==> config.mk <==
export PLATFORM = sky130hd
export DESIGN_NAME = int32_divider_signed_unsigned_unit
export DESIGN_NICKNAME = d
export VERILOG_FILES = /design/src/rtl/i32div_pkg.sv /design/src/rtl/i32div_ctrl.sv /design/src/rtl/i32div_dpath.sv /design/src/rtl/int32_divider_signed_unsigned_unit.sv
export SDC_FILE = /design/constraint.sdc
export NUM_CORES = 1
export LEC_CHECK = 0
export BUFFER_PORTS_ARGS = -buffer_cell sky130_fd_sc_hd__buf_2
export CAP_MARGIN = 20
export CORE_MARGIN = 8
export CORE_UTILIZATION = 43
export CTS_CLUSTER_DIAMETER = 30
export DETAILED_ROUTE_END_ITERATION = 6
export GPL_ROUTABILITY_DRIVEN = 0
export PLACE_DENSITY = 0.6
export SLEW_MARGIN = 10
export SYNTH_ARGS = -nofsm -noshare
export SYNTH_HDL_FRONTEND = slang
export SYNTH_SLANG_ARGS = --single-unit
==> constraint.sdc <==
create_clock -name clk_i -period 13.94 [get_ports clk_i]
set_clock_uncertainty 0.2 [all_clocks]
set_input_delay 1.394 -clock clk_i [delete_from_list [all_inputs] [get_ports clk_i]]
set_output_delay 1.394 -clock clk_i [all_outputs]
set_load 0.005 [all_outputs]
==> src/rtl/i32div_pkg.sv <==
// shared types and constants for the 32-bit signed/unsigned divider
// no dependencies; imported by the controller, datapath and top level
`timescale 1ns / 1ps

package i32div_pkg;

  localparam int unsigned DefaultDataWidth = 32;

  typedef enum logic [1:0] {
    ACT_UDIV = 2'd0,
    ACT_UREM = 2'd1,
    ACT_SDIV = 2'd2,
    ACT_SREM = 2'd3
  } action_e;

  // commands from controller to datapath
  typedef struct packed {
    logic load;
    logic step;
    logic fix;
  } cmd_t;

endpackage

==> src/rtl/i32div_ctrl.sv <==
// controller state machine: sequences load, one step per quotient bit, sign fix-up
// depends on i32div_pkg
`timescale 1ns / 1ps

module i32div_ctrl import i32div_pkg::*; #(
  parameter int unsigned DATA_WIDTH = DefaultDataWidth
) (
  input  logic clk_i,
  input  logic rst_ni,
  input  logic start,
  output logic busy,
  output logic done_o,
  output cmd_t cmd_o
);

  localparam int unsigned CntW = $clog2(DATA_WIDTH);

  typedef enum logic [3:0] {
    ST_IDLE = 4'b0001,
    ST_CALC = 4'b0010,
    ST_FIX  = 4'b0100,
    ST_DONE = 4'b1000
  } state_e;

  state_e state_q, state_d;
  logic [CntW-1:0] cnt_q, cnt_d;
  logic accept;

  // a new transaction may start while the previous result is strobed
  assign busy   = (state_q == ST_CALC) || (state_q == ST_FIX);
  assign accept = start && !busy;
  assign done_o = (state_q == ST_DONE);

  always_comb begin
    state_d    = state_q;
    cnt_d      = cnt_q;
    cmd_o.load = 1'b0;
    cmd_o.step = 1'b0;
    cmd_o.fix  = 1'b0;
    case (state_q)
      ST_IDLE, ST_DONE: begin
        if (accept) begin
          cmd_o.load = 1'b1;
          cnt_d      = CntW'(DATA_WIDTH - 1);
          state_d    = ST_CALC;
        end else begin
          state_d = ST_IDLE;
        end
      end
      ST_CALC: begin
        cmd_o.step = 1'b1;
        cnt_d      = cnt_q - 1'b1;
        if (cnt_q == '0) begin
          state_d = ST_FIX;
        end
      end
      ST_FIX: begin
        cmd_o.fix = 1'b1;
        state_d   = ST_DONE;
      end
      default: begin
        state_d = ST_IDLE;
      end
    endcase
  end

  always_ff @(posedge clk_i or negedge rst_ni) begin
    if (!rst_ni) begin
      state_q <= ST_IDLE;
      cnt_q   <= '0;
    end else begin
      state_q <= state_d;
      cnt_q   <= cnt_d;
    end
  end

endmodule

==> src/rtl/i32div_dpath.sv <==
// datapath: operand magnitudes, restoring shift/subtract step, sign fix-up
// depends on i32div_pkg
`timescale 1ns / 1ps

module i32div_dpath import i32div_pkg::*; #(
  parameter int unsigned DATA_WIDTH = DefaultDataWidth
) (
  input  logic                  clk_i,
  input  cmd_t                  cmd_i,
  input  logic [1:0]            action_i,
  input  logic [DATA_WIDTH-1:0] dividend_i,
  input  logic [DATA_WIDTH-1:0] divisor_i,
  output logic [DATA_WIDTH-1:0] result_o
);

  localparam int unsigned W = DATA_WIDTH;

  logic [W-1:0] rem_q, rem_d;
  logic [W-1:0] quo_q, quo_d;  // holds remaining dividend bits, then the quotient
  logic [W-1:0] dsr_q, dsr_d;
  logic         neg_q, neg_d;
  logic         sel_rem_q, sel_rem_d;
  logic [W-1:0] res_q, res_d;

  action_e      act;
  logic         is_signed;
  logic         n_neg, d_neg;
  logic [W-1:0] n_mag, d_mag;
  logic [W-1:0] rem_sh;
  logic [W:0]   diff;
  logic         take;
  logic [W-1:0] pick;

  assign act       = action_e'(action_i);
  assign is_signed = act inside {ACT_SDIV, ACT_SREM};
  assign n_neg     = is_signed && dividend_i[W-1];
  assign d_neg     = is_signed && divisor_i[W-1];
  assign n_mag     = n_neg ? (~dividend_i + 1'b1) : dividend_i;
  assign d_mag     = d_neg ? (~divisor_i + 1'b1) : divisor_i;

  // the bit shifted out of the partial remainder acts as a carry into the compare
  assign rem_sh = {rem_q[W-2:0], quo_q[W-1]};
  assign diff   = {rem_q[W-1], rem_sh} - {1'b0, dsr_q};
  assign take   = !diff[W];

  assign pick = sel_rem_q ? rem_q : quo_q;

  always_comb begin
    rem_d     = rem_q;
    quo_d     = quo_q;
    dsr_d     = dsr_q;
    neg_d     = neg_q;
    sel_rem_d = sel_rem_q;
    res_d     = res_q;
    if (cmd_i.load) begin
      rem_d     = '0;
      quo_d     = n_mag;
      dsr_d     = d_mag;
      sel_rem_d = act inside {ACT_UREM, ACT_SREM};
      neg_d     = (act inside {ACT_UREM, ACT_SREM}) ? n_neg : (n_neg ^ d_neg);
    end
    if (cmd_i.step) begin
      rem_d = take ? diff[W-1:0] : rem_sh;
      quo_d = {quo_q[W-2:0], take};
    end
    if (cmd_i.fix) begin
      res_d = neg_q ? (~pick + 1'b1) : pick;
    end
  end

  always_ff @(posedge clk_i) begin
    rem_q     <= rem_d;
    quo_q     <= quo_d;
    dsr_q     <= dsr_d;
    neg_q     <= neg_d;
    sel_rem_q <= sel_rem_d;
    res_q     <= res_d;
  end

  assign result_o = res_q;

endmodule

==> src/rtl/int32_divider_signed_unsigned_unit.sv <==
// top level of the signed/unsigned integer divider
// depends on i32div_pkg, i32div_ctrl, i32div_dpath
`timescale 1ns / 1ps

// usage:
//   drive action_i, dividend_i, divisor_i and raise start; the transaction is
//   taken at the rising edge where start is high and busy is low
//   action_i: 0 unsigned quotient, 1 unsigned remainder,
//             2 signed quotient, 3 signed remainder (truncating toward zero)
//   the result appears on result_o with done_o high for exactly one cycle;
//   the operands are loaded at the accepting edge, then follow DATA_WIDTH
//   restoring steps (one quotient bit each, through a single shared
//   subtractor), a sign fix-up step that registers result_o, and the
//   done_o cycle
//   busy is low again in the done_o cycle, so a new transaction can be taken
//   there; before that, busy is high and no new transaction is taken
//   divide by zero gives all ones (quotient; 1 for a negative signed dividend) or the dividend (remainder)
//   the receiver cannot stall: result_o is valid only while done_o is high
//   reset (rst_ni low, asynchronous) returns the controller to idle and
//   drops any transaction in flight; no result is strobed for it
module int32_divider_signed_unsigned_unit import i32div_pkg::*; #(
  parameter int unsigned DATA_WIDTH = DefaultDataWidth
) (
  input  logic                  clk_i,
  input  logic                  rst_ni,
  input  logic                  start,
  output logic                  busy,
  input  logic [1:0]            action_i,
  input  logic [DATA_WIDTH-1:0] dividend_i,
  input  logic [DATA_WIDTH-1:0] divisor_i,
  output logic                  done_o,
  output logic [DATA_WIDTH-1:0] result_o
);

  cmd_t cmd;

  i32div_ctrl #(
    .DATA_WIDTH(DATA_WIDTH)
  ) u_ctrl (
    .clk_i (clk_i),
    .rst_ni(rst_ni),
    .start (start),
    .busy  (busy),
    .done_o(done_o),
    .cmd_o (cmd)
  );

  i32div_dpath #(
    .DATA_WIDTH(DATA_WIDTH)
  ) u_dpath (
    .clk_i     (clk_i),
    .cmd_i     (cmd),
    .action_i  (action_i),
    .dividend_i(dividend_i),
    .divisor_i (divisor_i),
    .result_o  (result_o)
  );

endmodule

==> results by group <==
Status
  • Status: complete, no violations

Yosys
  • Synth async-reset ratio: 0.0647
  • Post-Syn Instances: 1020
  • Ys flop type: edfxtp_1
  • Syn. warnings: 0
  • Syn_nets: 1127
  • Post-Syn Area: 9740 um^2
  • Register bit total from synthesis: 139
  • Post-synth EDFFs: 130
  • Sequential fraction of the synthesis area: 0.424
  • Netlist cell types: 75
  • Syn_area_per_cell: 9.55 um^2

Clock tree
  • CTS root buf: clkbuf_16
  • Number of post-CTS setup repair buffers: 0
  • Cts hold-fix bufs: 0
  • Num CTS Buffers: 17
  • Clock Tree Buf Depth: 2
  • Clock sinks: 139
  • H-tree depth: 4
  • Post-CTS sizing: 0
  • Clk slew on worst S/H paths: 70 ps
  • TritonCTS clock tree: done
  • Worst skew pair latency: 430 ps

Layout
  • Most frequent cells in the layout: 130 x edfxtp_1, 102 x buf_2, 94 x nor2_1
  • FILL cells: 2122
  • Layout net count: 1218
  • N_diodes: 0
  • Layout cells sized above 1: 0.149
  • Most common cell after layout, fill and taps aside: edfxtp_1
  • Layout area overhead: 14.3%

Setup path
  • Family with the most delay on the worst path: compound AO/OA/AOI/OAI gates
  • Crit path cell chain: ha_1, fa_1, and2b_1, o2111ai_2, a31oi_4, o21bai_2, a2111o_1, o211ai_4, buf_4, mux2_1, nor2_1
  • Startpoint types: flip-flop
  • Data arrival, critical path: 3940 ps
  • Worst Path Required: 14030 ps
  • Start of the worst register-to-register path: u_dpath.dsr_q[0]
  • Slowest CP cell: buf_4
  • Crit. Startpoint: u_dpath.dsr_q[0]
  • CP Capture Type: flip-flop
  • Setup Crit Path Kind: reg2reg
  • Crit Path Max Fanout: 32
  • Biggest cell delay along the critical path: 510 ps
  • CP bufs+invs: 1

Floorplanning
  • Core area: 22400 um^2
  • I/O pins: 103
  • Row Count: 55
  • Chip height: 166 um
  • Width of the die: 166 um
  • Starting Density: 0.434
  • Die area: 27700 um^2

Power
  • Leakage: 4.42 nW
  • Max VDD drop: 0.105 mV
  • PD cells: 212 nW/um^2

Placement
  • Post-DP HPWL: 18.9 mm
  • Buffers added on ports: 102

Timing
  • Hold WS: 307 ps
  • FMAX: 260 MHz
  • Measured slew at the worst slew-check pin: 1080 ps
  • Final Cycle Share: 0.276
  • Min Tclk post-route: 3850 ps
  • Setup violators final: 0
  • Slew Viols, Final: 0
  • Setup TNS: 0 ps
  • Final Hold Fails: 0
  • RSZ-0062 raised after global routing: no
  • Rel. slew slack: 0.283

Route
  • DRC viols: 0
  • DR WL/cell: 17.6 um
  • DR vias/cell: 5.54
  • Drt total wl: 24.9 mm
  • Final ANT Viol Nets: 0
  • Number of detailed-route iterations in the first pass: 5
  • Initial DRC Count: 601
  • Routed vias: 7799

Global route
  • First-pass GRT wire length: 39.7 mm
  • Number of global-route vias before repair: 7482
  • GR Overflow Total: 0
  • Antenna violations before repair: 0
  • Gr usage total: 0.179
  • Pin count of the biggest net entering global routing: 63

Flow run
  • Max-cap violations: 0

Hold path
  • Hold Crit Start: u_ctrl.cnt_q[0]
  • Path type of the worst min-delay path: reg2reg
-- where the power goes --
| part | internal (mW) | switching [mW] |
|---|---|---|
| sequential | 0.642 | 0.124 |
| clock | 0.310 | 0.182 |
| combinational | 0.433 | 0.670 |
-- cells in the mapped netlist, drive strengths merged (8+ instances only) --
| master | number | area [um^2] |
|---|---|---|
| a31oi | 10 | 77.6 |
| o31ai | 13 | 111 |
| dfrtp | 8 | 200 |
| xnor2 | 58 | 508 |
| clkbuf | 22 | 82.6 |
| buf | 16 | 129 |
| a21oi | 90 | 469 |
| nor4 | 14 | 100 |
| nor3 | 35 | 175 |
| nor2 | 94 | 353 |
| edfxtp | 130 | 3900 |
| nand2 | 92 | 348 |
| o41ai | 8 | 77.6 |
| nand3 | 16 | 80.1 |
| a21o | 10 | 75.1 |
| mux2i | 56 | 564 |
| ha | 37 | 463 |
| inv | 60 | 225 |
| xor2 | 54 | 473 |
| nand2b | 20 | 125 |
| o21ai | 78 | 394 |
-- routing by layer --
layer,track usage,wire length (um)
met1,0.249,12100
met5,0,0
met4,0.0529,330
met3,0.0366,1330
met2,0.276,11100
-- sequential cells by signal (all words and copies together), names as in the netlist --
name / cells
u_ctrl.cnt_q: 5
u_dpath.rem_q: 32
u_dpath.sel_rem_q: 1
u_dpath.quo_q: 32
u_ctrl.state_q: 4
u_dpath.neg_q: 1
u_dpath.result_o: 32
u_dpath.dsr_q: 32
-- worst reg2reg max path, delay by kind of cell (launching register included) --
kind	cells	cell delay (ps)
flops	1	380
fa+ha+maj	2	620
mux	1	390
buf+inv	1	510
compound gates	5	1280
simple gates	2	340
-- path summary, 6_finish.rpt --
check | to | cells past startpoint | slack [ps]
setup / recovery | u_dpath.rem_q[1] | 11 | 10090
hold / removal | u_ctrl.cnt_q[0] | 1 | 310
setup reg to reg | u_dpath.rem_q[1] | 11 | 10090
hold reg to reg | u_ctrl.cnt_q[0] | 1 | 310
max in group asynchronous | u_ctrl.state_q[0] | 1 | 12690
min in group asynchronous | u_ctrl.state_q[1] | 1 | 610
-- through the flow --
step	utilization	cells	setup WS (ps)	cell area (um^2)	power [mW]
after global placement	0.467	1377	9900	10500	1.85
after floorplan	-	1020	6860	9740	1.61
after global routing	0.496	1409	9870	11100	2.52
after CTS	0.496	1409	10110	11100	2.36
after detailed placement	0.467	1377	9950	10500	1.86
final	0.496	1409	10090	11100	2.36
-- layout make-up --
| cell class | instances | area (um^2) | area share |
|---|---|---|---|
| flip-flops and latches | 139 | 4130 | 0.371 |
| inverters | 60 | 225 | 0.0202 |
| multi-input cells | 783 | 5200 | 0.467 |
| clock inverters | 6 | 66.3 | 0.00596 |
| repair buffers | 110 | 571 | 0.0512 |
| clock buffers | 26 | 586 | 0.0526 |
| well taps | 285 | 357 | 0.0320 |
-- kinds of logic (layout without fill, tap and decap cells) --
kind of cell / count (synthesis) / in the layout / share of synthesized area
multiplexers: 58 / 58 / 0.0603
adder cells (fa/ha/maj): 38 / 38 / 0.0496
XOR/XNOR: 112 / 112 / 0.101
AND/OR/NAND/NOR: 329 / 329 / 0.164
AO/OA/AOI/OAI: 246 / 246 / 0.156
buffers and inverters: 98 / 202 / 0.0448
flip-flops: 139 / 139 / 0.424
(Power assumes the default switching activity.)
